[src/rtl/core/cslex_pkg.sv]
// ----------------------------------------------------------------------------
// cslex_pkg
// Shared types, character classes and the keyword table of the C lexer.
// ----------------------------------------------------------------------------
package cslex_pkg;

  localparam int MAX_KEYWORD_LEN_DEF = 8;
  localparam int KW_BITS             = 64;
  localparam int KW_COUNT            = 31;
  localparam int QDEPTH              = 4;

  localparam logic [7:0] CH_SEMI  = 8'h3B;
  localparam logic [7:0] CH_SPACE = 8'h20;
  localparam logic [7:0] CH_TAB   = 8'h09;
  localparam logic [7:0] CH_NL    = 8'h0A;
  localparam logic [7:0] CH_SLASH = 8'h2F;
  localparam logic [7:0] CH_STAR  = 8'h2A;
  localparam logic [7:0] CH_EQ    = 8'h3D;

  typedef enum logic [2:0] {
    MODE_IDLE       = 3'd0,
    MODE_WORD       = 3'd1,
    MODE_NUMBER     = 3'd2,
    MODE_SLASH      = 3'd3,
    MODE_OP         = 3'd4,
    MODE_LINE_CMT   = 3'd5,
    MODE_BLOCK_CMT  = 3'd6,
    MODE_BLOCK_STAR = 3'd7
  } mode_t;

  typedef enum logic [2:0] {
    CLS_IDENT   = 3'd0,
    CLS_KEYWORD = 3'd1,
    CLS_INTEGER = 3'd2,
    CLS_DELIM   = 3'd3,
    CLS_OPER    = 3'd4,
    CLS_UNKNOWN = 3'd5
  } tok_class_t;

  typedef struct packed {
    mode_t       mode;
    logic [7:0]  plen;
    logic [7:0]  pfirst;
    logic [7:0]  psecond;
    logic [15:0] line_cnt;
    logic [31:0] offset;
    logic [31:0] tstart;
  } lex_state_t;

  typedef struct packed {
    tok_class_t  token_class;
    logic [7:0]  token_length;
    logic [15:0] line_number;
    logic [7:0]  first_char;
    logic [7:0]  second_char;
    logic [31:0] start_offset;
    logic        last_of_run;
  } tok_t;

  localparam logic [KW_BITS-1:0] KW_WORD [KW_COUNT] = '{
    "if", "else", "while", "for", "return", "continue", "do", "goto",
    "case", "break", "default", "switch", "enum", "extern", "sizeof",
    "static", "union", "unsigned", "struct", "volatile", "int", "double",
    "float", "char", "void", "long", "short", "true", "NULL", "false",
    "typedef"
  };

  localparam logic [3:0] KW_LEN [KW_COUNT] = '{
    4'd2, 4'd4, 4'd5, 4'd3, 4'd6, 4'd8, 4'd2, 4'd4,
    4'd4, 4'd5, 4'd7, 4'd6, 4'd4, 4'd6, 4'd6,
    4'd6, 4'd5, 4'd8, 4'd6, 4'd8, 4'd3, 4'd6,
    4'd5, 4'd4, 4'd4, 4'd4, 4'd5, 4'd4, 4'd4, 4'd5,
    4'd7
  };

  function automatic logic [KW_BITS-1:0] kw_mask(input logic [3:0] len);
    logic [KW_BITS-1:0] m;
    m = '0;
    for (int b = 0; b < KW_BITS / 8; b++) begin
      if (4'(b) < len) m[8*b +: 8] = 8'hFF;
    end
    return m;
  endfunction

  function automatic logic is_letter(input logic [7:0] c);
    return c inside {[8'h61:8'h7A], [8'h41:8'h5A], 8'h5F};
  endfunction

  function automatic logic is_digit(input logic [7:0] c);
    return c inside {[8'h30:8'h39]};
  endfunction

  function automatic logic is_skip(input logic [7:0] c);
    return c inside {CH_SEMI, CH_SPACE, CH_TAB, CH_NL};
  endfunction

  function automatic logic is_delim(input logic [7:0] c);
    return c inside {8'h28, 8'h29, 8'h7B, 8'h7D, 8'h2E, 8'h3F, 8'h2C};
  endfunction

  function automatic logic is_opstart(input logic [7:0] c);
    return c inside {8'h3D, 8'h3E, 8'h3C, 8'h2B, 8'h2D, 8'h2A, 8'h3A};
  endfunction

  function automatic logic is_pair(input logic [7:0] a, input logic [7:0] b);
    return (b == CH_EQ && (a inside {8'h3D, 8'h3E, 8'h3C, 8'h2B, 8'h2D, 8'h2A}))
        || (a == 8'h2B && b == 8'h2B) || (a == 8'h2D && b == 8'h2D)
        || (a == 8'h2D && b == 8'h3E) || (a == 8'h3A && b == 8'h3A);
  endfunction

endpackage

[src/rtl/core/cslex_in_if.sv]
// ----------------------------------------------------------------------------
// cslex_in_if
// Source byte channel: one character word per handshake.
// ----------------------------------------------------------------------------
interface cslex_in_if;
  logic       valid;
  logic       ready;
  logic [7:0] char_byte;
  logic       end_of_input;

  modport source(output valid, char_byte, end_of_input, input ready);
  modport sink(input valid, char_byte, end_of_input, output ready);
endinterface

[src/rtl/core/cslex_out_if.sv]
// ----------------------------------------------------------------------------
// cslex_out_if
// Token channel: one token word per handshake.
// ----------------------------------------------------------------------------
interface cslex_out_if;
  logic        valid;
  logic        ready;
  logic [2:0]  token_class;
  logic [7:0]  token_length;
  logic [15:0] line_number;
  logic [7:0]  first_char;
  logic [7:0]  second_char;
  logic [31:0] start_offset;
  logic        last_of_run;

  modport source(output valid, token_class, token_length, line_number, first_char,
                 second_char, start_offset, last_of_run, input ready);
  modport sink(input valid, token_class, token_length, line_number, first_char,
               second_char, start_offset, last_of_run, output ready);
endinterface

[src/rtl/core/cslex_kw_match.sv]
// ----------------------------------------------------------------------------
// cslex_kw_match
// Parallel compare of the word window against the keyword table.
// ----------------------------------------------------------------------------
module cslex_kw_match #(
  parameter int WIN_W = 8 * cslex_pkg::MAX_KEYWORD_LEN_DEF
) (
  input  logic [WIN_W-1:0] win,
  input  logic [7:0]       plen,
  output logic             hit
);

  always_comb begin
    hit = 1'b0;
    for (int i = 0; i < cslex_pkg::KW_COUNT; i++) begin
      if (plen == {4'd0, cslex_pkg::KW_LEN[i]} &&
          (win[cslex_pkg::KW_BITS-1:0] & cslex_pkg::kw_mask(cslex_pkg::KW_LEN[i]))
            == cslex_pkg::KW_WORD[i]) begin
        hit = 1'b1;
      end
    end
  end

endmodule

[src/rtl/core/cslex_step.sv]
// ----------------------------------------------------------------------------
// cslex_step
// Next-state and token logic for one accepted word.
// ----------------------------------------------------------------------------
module cslex_step #(
  parameter int WIN_W = 8 * cslex_pkg::MAX_KEYWORD_LEN_DEF
) (
  input  cslex_pkg::lex_state_t st,
  input  logic [WIN_W-1:0]      win,
  input  logic                  kw_hit,
  input  logic [7:0]            char_byte,
  input  logic                  end_of_input,
  output cslex_pkg::lex_state_t st_nxt,
  output logic [WIN_W-1:0]      win_nxt,
  output cslex_pkg::tok_t       tok0,
  output cslex_pkg::tok_t       tok1,
  output logic [1:0]            tok_count
);

  cslex_pkg::tok_t fl_tok;
  cslex_pkg::tok_t ft;
  cslex_pkg::tok_t it;
  logic            fl_valid;
  logic            fv;
  logic            iv;
  logic            reidle;
  logic [7:0]      c;
  logic [15:0]     line_inc;

  assign c        = char_byte;
  assign line_inc = (st.line_cnt != 16'hFFFF) ? st.line_cnt + 16'd1 : st.line_cnt;

  always_comb begin
    fl_tok              = '0;
    fl_tok.line_number  = st.line_cnt;
    fl_tok.first_char   = st.pfirst;
    fl_tok.start_offset = st.tstart;
    fl_valid            = 1'b0;
    case (st.mode)
      cslex_pkg::MODE_WORD: begin
        fl_valid            = 1'b1;
        fl_tok.token_class  = kw_hit ? cslex_pkg::CLS_KEYWORD : cslex_pkg::CLS_IDENT;
        fl_tok.token_length = st.plen;
        fl_tok.second_char  = st.psecond;
      end
      cslex_pkg::MODE_NUMBER: begin
        fl_valid            = 1'b1;
        fl_tok.token_class  = cslex_pkg::CLS_INTEGER;
        fl_tok.token_length = st.plen;
        fl_tok.second_char  = st.psecond;
      end
      cslex_pkg::MODE_SLASH, cslex_pkg::MODE_OP: begin
        fl_valid            = 1'b1;
        fl_tok.token_class  = cslex_pkg::CLS_OPER;
        fl_tok.token_length = 8'd1;
      end
      default: fl_valid = 1'b0;
    endcase
  end

  always_comb begin
    st_nxt  = st;
    win_nxt = win;
    reidle  = 1'b0;
    fv      = 1'b0;
    iv      = 1'b0;
    ft      = fl_tok;
    it                = '0;
    it.line_number    = st.line_cnt;
    it.token_length   = 8'd1;
    it.first_char     = c;
    it.start_offset   = st.offset;
    it.token_class    = cslex_pkg::CLS_UNKNOWN;

    if (end_of_input) begin
      fv          = fl_valid;
      st_nxt.mode = cslex_pkg::MODE_IDLE;
    end else begin
      case (st.mode)
        cslex_pkg::MODE_WORD, cslex_pkg::MODE_NUMBER: begin
          if (cslex_pkg::is_digit(c) ||
              (st.mode == cslex_pkg::MODE_WORD && cslex_pkg::is_letter(c))) begin
            if (st.plen == 8'd1) st_nxt.psecond = c;
            if (st.plen != 8'hFF) st_nxt.plen = st.plen + 8'd1;
            win_nxt = {win[WIN_W-9:0], c};
          end else begin
            fv     = 1'b1;
            reidle = 1'b1;
          end
        end
        cslex_pkg::MODE_SLASH: begin
          if (c == cslex_pkg::CH_EQ) begin
            fv              = 1'b1;
            ft.token_length = 8'd2;
            ft.second_char  = c;
            st_nxt.mode     = cslex_pkg::MODE_IDLE;
          end else if (c == cslex_pkg::CH_SLASH) begin
            st_nxt.mode = cslex_pkg::MODE_LINE_CMT;
          end else if (c == cslex_pkg::CH_STAR) begin
            st_nxt.mode = cslex_pkg::MODE_BLOCK_CMT;
          end else begin
            fv     = 1'b1;
            reidle = 1'b1;
          end
        end
        cslex_pkg::MODE_OP: begin
          fv = 1'b1;
          if (cslex_pkg::is_pair(st.pfirst, c)) begin
            ft.token_length = 8'd2;
            ft.second_char  = c;
            st_nxt.mode     = cslex_pkg::MODE_IDLE;
          end else begin
            reidle = 1'b1;
          end
        end
        cslex_pkg::MODE_LINE_CMT: begin
          if (c == cslex_pkg::CH_NL) begin
            st_nxt.line_cnt = line_inc;
            st_nxt.mode     = cslex_pkg::MODE_IDLE;
          end
        end
        cslex_pkg::MODE_BLOCK_CMT: begin
          if (c == cslex_pkg::CH_NL) st_nxt.line_cnt = line_inc;
          else if (c == cslex_pkg::CH_STAR) st_nxt.mode = cslex_pkg::MODE_BLOCK_STAR;
        end
        cslex_pkg::MODE_BLOCK_STAR: begin
          if (c == cslex_pkg::CH_SLASH) begin
            st_nxt.mode = cslex_pkg::MODE_IDLE;
          end else if (c != cslex_pkg::CH_STAR) begin
            if (c == cslex_pkg::CH_NL) st_nxt.line_cnt = line_inc;
            st_nxt.mode = cslex_pkg::MODE_BLOCK_CMT;
          end
        end
        default: reidle = 1'b1;
      endcase

      // reprocess the byte from idle
      if (reidle) begin
        st_nxt.mode = cslex_pkg::MODE_IDLE;
        if (cslex_pkg::is_skip(c)) begin
          if (c == cslex_pkg::CH_NL) st_nxt.line_cnt = line_inc;
        end else if (cslex_pkg::is_letter(c) || cslex_pkg::is_digit(c) ||
                     c == cslex_pkg::CH_SLASH || cslex_pkg::is_opstart(c)) begin
          if (cslex_pkg::is_letter(c)) st_nxt.mode = cslex_pkg::MODE_WORD;
          else if (cslex_pkg::is_digit(c)) st_nxt.mode = cslex_pkg::MODE_NUMBER;
          else if (c == cslex_pkg::CH_SLASH) st_nxt.mode = cslex_pkg::MODE_SLASH;
          else st_nxt.mode = cslex_pkg::MODE_OP;
          st_nxt.plen    = 8'd1;
          st_nxt.pfirst  = c;
          st_nxt.psecond = 8'd0;
          st_nxt.tstart  = st.offset;
          win_nxt        = {{(WIN_W-8){1'b0}}, c};
        end else begin
          iv = 1'b1;
          if (cslex_pkg::is_delim(c)) it.token_class = cslex_pkg::CLS_DELIM;
        end
      end

      if (st.offset != 32'hFFFF_FFFF) st_nxt.offset = st.offset + 32'd1;
    end
  end

  always_comb begin
    tok0             = fv ? ft : it;
    tok0.last_of_run = !(fv && iv);
    tok1             = it;
    tok1.last_of_run = 1'b1;
    tok_count        = {1'b0, fv} + {1'b0, iv};
  end

endmodule

[src/rtl/core/cslex_out_queue.sv]
// ----------------------------------------------------------------------------
// cslex_out_queue
// Small token queue: takes up to two words a cycle, hands out one.
// ----------------------------------------------------------------------------
module cslex_out_queue (
  input  logic            clk,
  input  logic            rst_n,
  input  logic [1:0]      push_count,
  input  cslex_pkg::tok_t tok0,
  input  cslex_pkg::tok_t tok1,
  input  logic            pop,
  output cslex_pkg::tok_t head,
  output logic            head_valid,
  output logic            room2
);

  localparam int PTR_W = $clog2(cslex_pkg::QDEPTH);
  localparam int CNT_W = $clog2(cslex_pkg::QDEPTH + 1);

  cslex_pkg::tok_t   mem_r [cslex_pkg::QDEPTH];
  logic [PTR_W-1:0]  wr_ptr_r;
  logic [PTR_W-1:0]  rd_ptr_r;
  logic [CNT_W-1:0]  count_r;
  logic [PTR_W-1:0]  wr_ptr_nxt;
  logic [PTR_W-1:0]  rd_ptr_nxt;
  logic [CNT_W-1:0]  count_nxt;
  logic [PTR_W-1:0]  wr_ptr_p1;

  assign head       = mem_r[rd_ptr_r];
  assign head_valid = (count_r != '0);
  assign room2      = (count_r <= CNT_W'(cslex_pkg::QDEPTH - 2));
  assign wr_ptr_p1  = PTR_W'(wr_ptr_r + 1'b1);
  assign wr_ptr_nxt = PTR_W'(wr_ptr_r + PTR_W'(push_count));
  assign rd_ptr_nxt = PTR_W'(rd_ptr_r + PTR_W'(pop));
  assign count_nxt  = CNT_W'(count_r + CNT_W'(push_count) - CNT_W'(pop));

  always_ff @(posedge clk) begin
    if (!rst_n) begin
      wr_ptr_r <= '0;
      rd_ptr_r <= '0;
      count_r  <= '0;
    end else begin
      wr_ptr_r <= wr_ptr_nxt;
      rd_ptr_r <= rd_ptr_nxt;
      count_r  <= count_nxt;
    end
  end

  always_ff @(posedge clk) begin
    if (push_count != 2'd0) mem_r[wr_ptr_r] <= tok0;
    if (push_count == 2'd2) mem_r[wr_ptr_p1] <= tok1;
  end

endmodule

[src/rtl/core/c_source_lexer_unit.sv]
// ----------------------------------------------------------------------------
// c_source_lexer_unit
// Lexical scanner for C source text, one character word per cycle while the token queue has room.
// ----------------------------------------------------------------------------
// Feed source bytes on in_ch; tokens leave on out_ch with class, length,
// line, first two characters and start offset. Set end_of_input on a word
// to flush the pending token; its byte is ignored.
// A word causes zero, one or two tokens; last_of_run marks the final token
// of each word. Tokens reach out_ch through the registered queue once the
// word that causes them is taken.
// Throughput: one byte per cycle while tokens drain at least as fast as they
// are made. Tokens pass through a four-entry queue; in_ch.ready is high while
// the queue has two free entries, so a stalled receiver holds the input only
// once fewer than two entries are free, and a word that yields two tokens
// costs two output handshakes.
// Reset (rst_n low, synchronous) returns the scanner to idle, line counter to
// one, offset to zero, and empties the queue.
// ----------------------------------------------------------------------------
module c_source_lexer_unit #(
  parameter int MAX_KEYWORD_LEN = cslex_pkg::MAX_KEYWORD_LEN_DEF
) (
  input  logic        clk,
  input  logic        rst_n,
  cslex_in_if.sink    in_ch,
  cslex_out_if.source out_ch
);

  localparam int WIN_W = 8 * MAX_KEYWORD_LEN;

  cslex_pkg::lex_state_t st_r;
  cslex_pkg::lex_state_t st_nxt;
  logic [WIN_W-1:0]      win_r;
  logic [WIN_W-1:0]      win_nxt;
  logic                  kw_hit;
  cslex_pkg::tok_t       tok0;
  cslex_pkg::tok_t       tok1;
  cslex_pkg::tok_t       head;
  logic [1:0]            tok_count;
  logic [1:0]            push_count;
  logic                  accept;
  logic                  room2;
  logic                  head_valid;

  assign in_ch.ready = room2;
  assign accept      = in_ch.valid && room2;
  assign push_count  = accept ? tok_count : 2'd0;

  cslex_kw_match #(.WIN_W(WIN_W)) u_kw (
    .win  (win_r),
    .plen (st_r.plen),
    .hit  (kw_hit)
  );

  cslex_step #(.WIN_W(WIN_W)) u_step (
    .st           (st_r),
    .win          (win_r),
    .kw_hit       (kw_hit),
    .char_byte    (in_ch.char_byte),
    .end_of_input (in_ch.end_of_input),
    .st_nxt       (st_nxt),
    .win_nxt      (win_nxt),
    .tok0         (tok0),
    .tok1         (tok1),
    .tok_count    (tok_count)
  );

  always_ff @(posedge clk) begin
    if (!rst_n) begin
      st_r.mode     <= cslex_pkg::MODE_IDLE;
      st_r.plen     <= '0;
      st_r.pfirst   <= '0;
      st_r.psecond  <= '0;
      st_r.line_cnt <= 16'd1;
      st_r.offset   <= '0;
      st_r.tstart   <= '0;
      win_r         <= '0;
    end else if (accept) begin
      st_r  <= st_nxt;
      win_r <= win_nxt;
    end
  end

  cslex_out_queue u_queue (
    .clk        (clk),
    .rst_n      (rst_n),
    .push_count (push_count),
    .tok0       (tok0),
    .tok1       (tok1),
    .pop        (head_valid && out_ch.ready),
    .head       (head),
    .head_valid (head_valid),
    .room2      (room2)
  );

  assign out_ch.valid        = head_valid;
  assign out_ch.token_class  = head.token_class;
  assign out_ch.token_length = head.token_length;
  assign out_ch.line_number  = head.line_number;
  assign out_ch.first_char   = head.first_char;
  assign out_ch.second_char  = head.second_char;
  assign out_ch.start_offset = head.start_offset;
  assign out_ch.last_of_run  = head.last_of_run;

endmodule
[src/flat_wrapper.sv]
// flat-port wrapper written by rule: the top's interface ports become plain ports
module c_source_lexer_unit_flat 
#(
  parameter int MAX_KEYWORD_LEN = cslex_pkg::MAX_KEYWORD_LEN_DEF
)
  (clk, rst_n, in_ch_valid, in_ch_char_byte, in_ch_end_of_input, in_ch_ready, out_ch_valid, out_ch_token_class, out_ch_token_length, out_ch_line_number, out_ch_first_char, out_ch_second_char, out_ch_start_offset, out_ch_last_of_run, out_ch_ready);
  cslex_in_if in_ch_i ();
  cslex_out_if out_ch_i ();
  input  logic clk;
  input  logic rst_n;
  input wire logic [$bits(in_ch_i.valid)-1:0] in_ch_valid;
  input wire logic [$bits(in_ch_i.char_byte)-1:0] in_ch_char_byte;
  input wire logic [$bits(in_ch_i.end_of_input)-1:0] in_ch_end_of_input;
  output wire logic [$bits(in_ch_i.ready)-1:0] in_ch_ready;
  output wire logic [$bits(out_ch_i.valid)-1:0] out_ch_valid;
  output wire logic [$bits(out_ch_i.token_class)-1:0] out_ch_token_class;
  output wire logic [$bits(out_ch_i.token_length)-1:0] out_ch_token_length;
  output wire logic [$bits(out_ch_i.line_number)-1:0] out_ch_line_number;
  output wire logic [$bits(out_ch_i.first_char)-1:0] out_ch_first_char;
  output wire logic [$bits(out_ch_i.second_char)-1:0] out_ch_second_char;
  output wire logic [$bits(out_ch_i.start_offset)-1:0] out_ch_start_offset;
  output wire logic [$bits(out_ch_i.last_of_run)-1:0] out_ch_last_of_run;
  input wire logic [$bits(out_ch_i.ready)-1:0] out_ch_ready;
  assign in_ch_i.valid = in_ch_valid;
  assign in_ch_i.char_byte = in_ch_char_byte;
  assign in_ch_i.end_of_input = in_ch_end_of_input;
  assign in_ch_ready = in_ch_i.ready;
  assign out_ch_valid = out_ch_i.valid;
  assign out_ch_token_class = out_ch_i.token_class;
  assign out_ch_token_length = out_ch_i.token_length;
  assign out_ch_line_number = out_ch_i.line_number;
  assign out_ch_first_char = out_ch_i.first_char;
  assign out_ch_second_char = out_ch_i.second_char;
  assign out_ch_start_offset = out_ch_i.start_offset;
  assign out_ch_last_of_run = out_ch_i.last_of_run;
  assign out_ch_i.ready = out_ch_ready;
  c_source_lexer_unit #(.MAX_KEYWORD_LEN(MAX_KEYWORD_LEN)) u_core (.clk(clk), .rst_n(rst_n), .in_ch(in_ch_i), .out_ch(out_ch_i));
endmodule
[config.mk]
export PLATFORM = sky130hd
export DESIGN_NAME = c_source_lexer_unit_flat
export DESIGN_NICKNAME = d
export VERILOG_FILES = /design/src/rtl/core/cslex_pkg.sv /design/src/rtl/core/cslex_in_if.sv /design/src/rtl/core/cslex_out_if.sv /design/src/rtl/core/cslex_kw_match.sv /design/src/rtl/core/cslex_step.sv /design/src/rtl/core/cslex_out_queue.sv /design/src/rtl/core/c_source_lexer_unit.sv /design/src/flat_wrapper.sv
export SDC_FILE = /design/constraint.sdc
export NUM_CORES = 1
export LEC_CHECK = 0
export BUFFER_PORTS_ARGS = -buffer_cell sky130_fd_sc_hd__buf_4
export CAP_MARGIN = 20
export CORE_AREA = 2 2 200 202
export DETAILED_ROUTE_END_ITERATION = 10
export DIE_AREA = 0 0 202 204
export GPL_ROUTABILITY_DRIVEN = 0
export PLACE_DENSITY = 0.77
export SLEW_MARGIN = 15
export SYNTH_ARGS = -nofsm -noshare
export SYNTH_HDL_FRONTEND = slang
export SYNTH_SLANG_ARGS = --single-unit
[constraint.sdc]
create_clock -name clk -period 9.85 [get_ports clk]
set_input_delay 0.4925 -clock clk [delete_from_list [all_inputs] [get_ports clk]]
set_output_delay 0.4925 -clock clk [all_outputs]
set_load 0.02 [all_outputs]
==> impl_metrics.tcl, run 1 <==
set metrics [dict create \
    grt_pass1_wl_um 92620 \
    rsz0062_at_grt "no" \
    dp_cells 2482 \
    finalHoldViolations 0 \
    critPathMostFrequentCell "nor2_1" \
    first_global_vias 17070 \
    maxCapViolCount 0 \
    yosys_warnings 0 \
    ant_nets 0 \
    total_power_w 0.004924 \
    ys_top_cells_by_count "dfxtp_1, edfxtp_1, a22o_1, nor2_1, nand2_1" \
    cts-resized-gates 0 \
    grt_max_degree 75 \
    hpwl_um 35500 \
    min-delay-start "in_ch_char_byte[5]" \
    startpoint_type "flip-flop" \
    hold_buffers 0 \
    crit_chain "nand3b_1 -> o22ai_1 -> a211oi_1 -> o22ai_2 -> or2_2 -> nand2_1 -> nor2_1 -> ha_1 -> o211ai_1 -> nor2_1 -> and2_1 -> nor2_1 -> inv_2 -> buf_4 -> and2_1" \
    power.static_leakage_nw 8.682 \
    synth_top_area_share_pct 30.12 \
    drc_errors 0 \
    start_util_pct 59.02 \
    drive_gt1_share_pct 14.65 \
    area_growth_pct 9.890 \
    power.density_nw_per_um2 193.8 \
    end_kind "flip-flop" \
    critPathArrivalTime_ns 5.51 \
    ios 91 \
    synthCells 2042 \
    cts_setup_buffers 0 \
    reg2reg_slack_ns 4.68 \
    power.share.switching_pct 26.65 \
    synth.area.top_cells "edfxtp_1, dfxtp_1, mux4_2" \
    yosys.area.top_type "edfxtp_1" \
    die_w_um 202 \
    die-area_um2 41210 \
    fin_util_pct 64.86 \
    num_antenna_cells 0 \
    critPathMaxFanout 55 \
    min_period_over_period_pct 52.47 \
    hold_end "u_core.st_r[85]$_SDFFE_PN0P_" \
    drt_iter0_markers 1665 \
    syn_nets 2068 \
    crit_buf_inv 2 \
    setup_viol 0 \
    wire_per_inst_um 22.74 \
    setup_tns_ns 0 \
    r2r_cells 15 \
    clk_latency_ns 0.59 \
    vias 17330 \
    clk_pin_slew_worst_paths_ns 0.06 \
    cpMaxStageDelayCell "dfxtp_1" \
    track_usage_pct 28.20 \
    ir_drop_mv 0.1585 \
    synth_cell_types 86 \
    p_sw_w 0.001312 \
    crit_required_ns 10.19 \
    synth_most_common_cell "dfxtp_1" \
    hold_path_depth 2 \
    worst-setup-path-type "flip-flop to flip-flop" \
    netlist_area_um2 23130 \
    finalWirelength_um 58510 \
    yosys_register_bits 482 \
    core_area_um2 39180 \
    ys_seq_area_share_pct 51.77 \
    nets 2035 \
    synth.avg_cell_area_um2 11.33 \
    power_frac_seq_pct 45.7 \
    h-tree-depth 2 \
    cts_root_buffer "clkbuf_16" \
    drv_slew 0 \
    die_height_um 204 \
    async_flop_share_pct 0 \
    portBuffers 90 \
    cts_buffers 49 \
    cp_top_family "simple AND/OR/NAND/NOR gates" \
    tritoncts "done" \
    r2r_end "u_core.u_queue.mem_r[1][64]$_DFFE_PP_" \
    clock-sinks 482 \
    combPwrFrac_pct 16.6 \
    relSlewSlack_pct 30.30 \
    viasPerCell 6.736 \
    firstDrtPassIters 7 \
    antenna_found_initial 0 \
    clockPowerShare_pct 37.7 \
    clk_path_buf_depth 3 \
    synth_ff_type "dfxtp_1" \
    cp_slowest_stage_delay_ns 0.79 \
    synth_edf_count 232 \
    r2r-start "u_core.st_r[106]$_SDFFE_PN0P_" \
    period_minus_slack_ns 5.168 \
    placementRows 73 \
    instances_no_fill 2573 \
    final.setup_skew_ns 0.01628 \
    status "complete, no violations" \
    worst_pin_slew_ns 1.046 \
    grt_overflow_total 0 \
    p_int_w 0.003611 \
    worstHoldPathType "input port to flip-flop" \
    max_freq_mhz 193.5 \
    fill_cells 2981 \
]
==> metrics by stage <==
stage	cell area [µm²]	setup WS, ns	hold slack [ns]
2_1_floorplan	23130	4.376	0.4099
3_3_place_gp	23800	4.327	0.4236
3_5_place_dp	23800	4.152	0.4271
4_1_cts	25400	4.670	0.2165
5_1_grt	25410	4.226	0.2305
6_report	25410	4.682	0.2582
==> state kept, by name, indices dropped and copies added, names as in the netlist <==
name and cells:
u_core.st_r 107, u_core.u_queue.count_r 3, u_core.u_queue.mem_r 304, u_core.u_queue.rd_ptr_r 2
u_core.u_queue.wr_ptr_r 2, u_core.win_r 64
==> cell families after synthesis <==
group / synth area share, %
AND/OR/NAND/NOR: 16.51
XOR/XNOR: 1.780
buffers and inverters: 4.307
flip-flops: 51.77
multiplexers: 9.695
adder cells (fa/ha/maj): 0.7358
AO/OA/AOI/OAI: 15.21
==> layout make-up <==
cell class,count,area (µm²),area share [%]
tap,525,656.9,2.585
timing repair buffer,112,838.3,3.299
inverter,29,108.9,0.4283
clock inverter,21,220.2,0.8665
clock buffer,69,1384,5.445
sequential,482,11980,47.14
multi-input combinational,1335,10230,40.24
==> layer usage <==
metal  GRT usage (%)  up-vias  wire, µm
met3           4.321      202      4012
li1                -     7802         -
met2           47.02      787     28630
met1           37.21     8540     23850
met4           11.34        0      2022
met5               0        -         0
==> cells in the final DEF, fill, tap and decap left out, drive strengths merged, types with 33 or more instances in the layout <==
master,n
a21oi,46
a22o,177
a32o,56
and2,73
buf,111
clkbuf,70
dfxtp,250
edfxtp,232
mux2i,53
mux4,76
nand2,123
nand3,90
nand4,41
nor2,138
nor3,44
nor4,39
o21ai,85
xnor2,33
==> power by group through the flow <==
stage                     Clock (W)  Sequential, W  Combinational [W]
final                       0.00186        0.00225           0.000817
after global routing        0.00196        0.00226           0.000861
after CTS                   0.00188        0.00225           0.000828
after detailed placement          0        0.00229           0.000824
after global placement            0        0.00229           0.000817
after floorplan                   0        0.00222           0.000584
==> how the worst max path moves through the flow <==
| stage | cells past startpoint | to | startpoint | slack [ns] |
|---|---|---|---|---|
| finish | 15 | u_core.u_queue.mem_r[1][64]$_DFFE_PP_ | u_core.st_r[106]$_SDFFE_PN0P_ | 4.68 |
| CTS | 16 | u_core.u_queue.mem_r[1][64]$_DFFE_PP_ | in_ch_char_byte[4] | 4.67 |
| global route | 15 | u_core.u_queue.mem_r[1][63]$_DFFE_PP_ | u_core.st_r[106]$_SDFFE_PN0P_ | 4.23 |
| global placement | 16 | u_core.u_queue.mem_r[1][63]$_DFFE_PP_ | in_ch_char_byte[4] | 4.33 |
| floorplan | 14 | u_core.u_queue.mem_r[3][10]$_DFFE_PP_ | in_ch_char_byte[7] | 4.38 |
| detailed placement | 16 | u_core.u_queue.mem_r[1][64]$_DFFE_PP_ | in_ch_char_byte[4] | 4.15 |
Power figures use the tool's default switching activity.
==> run 2, diff against run 1 <==
--- a/config.mk
+++ b/config.mk
@@ -5,13 +5,14 @@
 export SDC_FILE = /design/constraint.sdc
 export NUM_CORES = 1
 export LEC_CHECK = 0
+export ABC_AREA = 1
 export BUFFER_PORTS_ARGS = -buffer_cell sky130_fd_sc_hd__buf_4
 export CAP_MARGIN = 20
-export CORE_AREA = 2 2 200 202
+export CORE_AREA = 2 2 212 214
 export DETAILED_ROUTE_END_ITERATION = 10
-export DIE_AREA = 0 0 202 204
+export DIE_AREA = 0 0 214 216
 export GPL_ROUTABILITY_DRIVEN = 0
-export PLACE_DENSITY = 0.77
+export PLACE_DENSITY = 0.76
 export SLEW_MARGIN = 15
 export SYNTH_ARGS = -nofsm -noshare
 export SYNTH_HDL_FRONTEND = slang
==> constraint.sdc (replaced) <==
create_clock -name clk -period 4.55 [get_ports clk]
set_input_delay 0.2275 -clock clk [delete_from_list [all_inputs] [get_ports clk]]
set_output_delay 0.2275 -clock clk [all_outputs]
set_load 0.02 [all_outputs]
==> run 2 against run 1 <==
Effect of this change:
- critical path depth increased by 5
- combinational power rose to 5.3 times the previous value
- sequential share of layout area down 2.8 points
- clock skew is 0.0034 ns higher
- sequential power grew 130%
- global-route usage up 1.4 points
- routed wire length increased by 20%
- register-to-register slack got worse by 3.7 ns
- synthesized cell count rose by 52%
- largest cell class unchanged
==> impl_metrics.tcl, run 2 <==
set metrics [dict create \
    power.static_leakage_nw 9.953 \
    min_period_over_period_pct 84.20 \
    wire_per_inst_um 18.69 \
    drc_errors 0 \
    drive_gt1_share_pct 10.45 \
    period_minus_slack_ns 3.831 \
    drt_iter0_markers 2491 \
    synth.area.top_cells "edfxtp_1, dfxtp_1, nand2_1" \
    hold_end "u_core.st_r[92]$_SDFFE_PN0P_" \
    nets 3143 \
    syn_nets 3135 \
    hpwl_um 43560 \
    largest_reg_flops 304 \
    cpMaxStageDelayCell "dlygate4sd3_1" \
    crit_buf_inv 6 \
    final.setup_skew_ns 0.01970 \
    r2r-start "u_core.st_r[106]$_SDFFE_PN0P_" \
    crit_chain "dlygate4sd3_1 -> buf_4 -> nand2_1 -> nor3_2 -> inv_1 -> a21oi_1 -> a211oi_1 -> nand2_1 -> nor4_1 -> nand3_1 -> inv_1 -> ha_1 -> nand2_1 -> nor2_1 -> nand2_1 -> nand2_2 -> inv_1 -> buf_4 -> nand2_1 -> o21ai_0" \
    viasPerCell 6.057 \
    critPathArrivalTime_ns 4.29 \
    die-area_um2 46220 \
    critPathMaxFanout 22 \
    use_met2_pct 49.00 \
    grtUsageMet1_pct 39.45 \
    finalWirelength_um 70170 \
    drv_slew 0 \
    antenna_found_initial 4 \
    crit_required_ns 5.01 \
    rsz0062_at_grt "no" \
    clk_path_buf_depth 3 \
    firstDrtPassIters 9 \
    worst_pin_slew_ns 1.114 \
    placementRows 77 \
    cts_root_buffer "clkbuf_16" \
    synth.avg_cell_area_um2 7.848 \
    cts-resized-gates 0 \
    worst-setup-path-type "input port to flip-flop" \
    grt_pass1_wl_um 111600 \
    clock-sinks 482 \
    regMostFlops "u_core.u_queue.mem_r" \
    critPathMostFrequentCell "nand2_1" \
    tritoncts "done" \
    netlist_area_um2 24400 \
    maxCapViolCount 0 \
    setup_viol 0 \
    power.density_nw_per_um2 496.0 \
    relSlewSlack_pct 25.77 \
    yosys_warnings 0 \
    grt_use_met3_pct 4.299 \
    synth_cell_types 50 \
    hold_path_depth 3 \
    vias 22750 \
    min-delay-start "in_ch_char_byte[4]" \
    synth_ff_type "dfxtp_1" \
    layout_common_cells "nand2_1, nor2_1, o21ai_0" \
    ys_top_cells_by_count "nand2_1, nor2_1, o21ai_0, dfxtp_1, o22ai_1" \
    start_util_pct 55.66 \
    async_flop_share_pct 0 \
    cp_top_family "simple AND/OR/NAND/NOR gates" \
    synth_most_common_cell "nand2_1" \
    clk_latency_ns 0.61 \
    busiest_layer "met2" \
    reg2reg_slack_ns 0.96 \
    portBuffers 90 \
    synthCells 3109 \
    synth_top_area_share_pct 28.55 \
    worstHoldPathType "input port to flip-flop" \
    first_global_vias 21390 \
    end_kind "flip-flop" \
    setup_tns_ns 0 \
    max_freq_mhz 261.0 \
    synth_edf_count 232 \
    cts_buffers 50 \
    ios 91 \
    ir_drop_mv 0.4232 \
    cts_setup_buffers 0 \
    status "complete, no violations" \
    die_w_um 214 \
    area_growth_pct 10.81 \
    reg.largest.list "u_core.u_queue.mem_r (304), u_core.st_r (107), u_core.win_r (64)" \
    die_height_um 216 \
    final_common_cell "nand2_1" \
    clk_pin_slew_worst_paths_ns 0.06 \
    r2r_cells 15 \
    ys_seq_area_share_pct 49.07 \
    yosys.area.top_type "edfxtp_1" \
    cp_slowest_stage_delay_ns 0.57 \
    yosys_register_bits 482 \
    core_area_um2 43840 \
    h-tree-depth 2 \
    grt_max_degree 109 \
    track_usage_pct 29.58 \
    finalHoldViolations 0 \
    ant_nets 0 \
    startpoint_type "input port" \
    grt_overflow_total 0 \
    r2r_end "u_core.u_queue.mem_r[1][67]$_SDFFE_PP0P_" \
    hold_ws_ns 0.04008 \
]
==> run 2: per-layer routing <==
layer | vias up | wire length, µm
li1 | 10690 | -
met1 | 10750 | 29120
met2 | 1148 | 32740
met3 | 165 | 6182
met4 | 0 | 2120
met5 | - | 0
==> run 2: how the worst max path moves through the flow <==
| stage | slack (ns) | end | from | cells after the start |
|---|---|---|---|---|
| global placement | 0.91 | u_core.u_queue.mem_r[0][20]$_DFFE_PP_ | in_ch_char_byte[7] | 19 |
| global route | 0.49 | u_core.u_queue.mem_r[1][67]$_SDFFE_PP0P_ | in_ch_char_byte[2] | 21 |
| CTS | 0.88 | u_core.u_queue.mem_r[1][67]$_SDFFE_PP0P_ | in_ch_char_byte[2] | 21 |
| finish | 0.72 | u_core.u_queue.mem_r[1][67]$_SDFFE_PP0P_ | in_ch_char_byte[3] | 20 |
| floorplan | 0.01 | u_core.u_queue.mem_r[3][39]$_SDFFE_PP0P_ | in_ch_char_byte[1] | 25 |
| detailed placement | 0.82 | u_core.u_queue.mem_r[1][72]$_SDFFE_PP0P_ | in_ch_char_byte[0] | 19 |
==> run 2: tightest hold or removal path: cells and delay by family <==
family                 cells  cell delay [ns]
AOI/OAI and AO/OA          1             0.13
buffers and inverters      2             0.25
==> run 2: area by class of cell <==
cell class	count	area, µm²
Multi-Input combinational cell	2211	10770
Fill cell	3789	16800
Timing Repair Buffer	134	1066
Tap cell	592	740.7
Sequential cell	482	11980
Clock inverter	19	162.7
Inverter	238	900.9
Antenna cell	4	10.01
Clock buffer	75	1406
==> run 2: cell families after synthesis <==
logic type	after synthesis	share of synthesized area [%]
xor gates and xnor gates	14	0.5026
buffers and inverters	416	6.872
AOI/OAI and AO/OA	791	18.48
adders and majority gates	13	0.6974
DFF	482	49.07
and+or+nand+nor	1393	24.38
==> run 2: what timing repair did <==
| action | CTS | global route |
|---|---|---|
| endpoints found under the setup margin | 0 | 0 |
| hold buffers | 4 | 0 |
| hold endpoints to repair | 4 | 0 |
==> run 2: report_power, final <==
| part | switching (W) | internal (W) |
|---|---|---|
| Combinational | 0.00296 | 0.00135 |
| Clock | 0.00172 | 0.00226 |
| Sequential | 0.000194 | 0.00492 |
==> run 2: per-stage QoR <==
stage / util [%] / cells / total power, W / cell area [µm²] / setup slack, ns
after floorplan: - / 3109 / 0.007882 / 24400 / 0.009591
after global placement: 57.98 / 3653 / 0.009359 / 25420 / 0.9124
after detailed placement: 57.98 / 3653 / 0.009450 / 25420 / 0.8152
after CTS: 61.65 / 3751 / 0.01340 / 27030 / 0.8807
after global routing: 61.67 / 3754 / 0.01395 / 27030 / 0.4880
final: 61.68 / 3755 / 0.01341 / 27040 / 0.7191
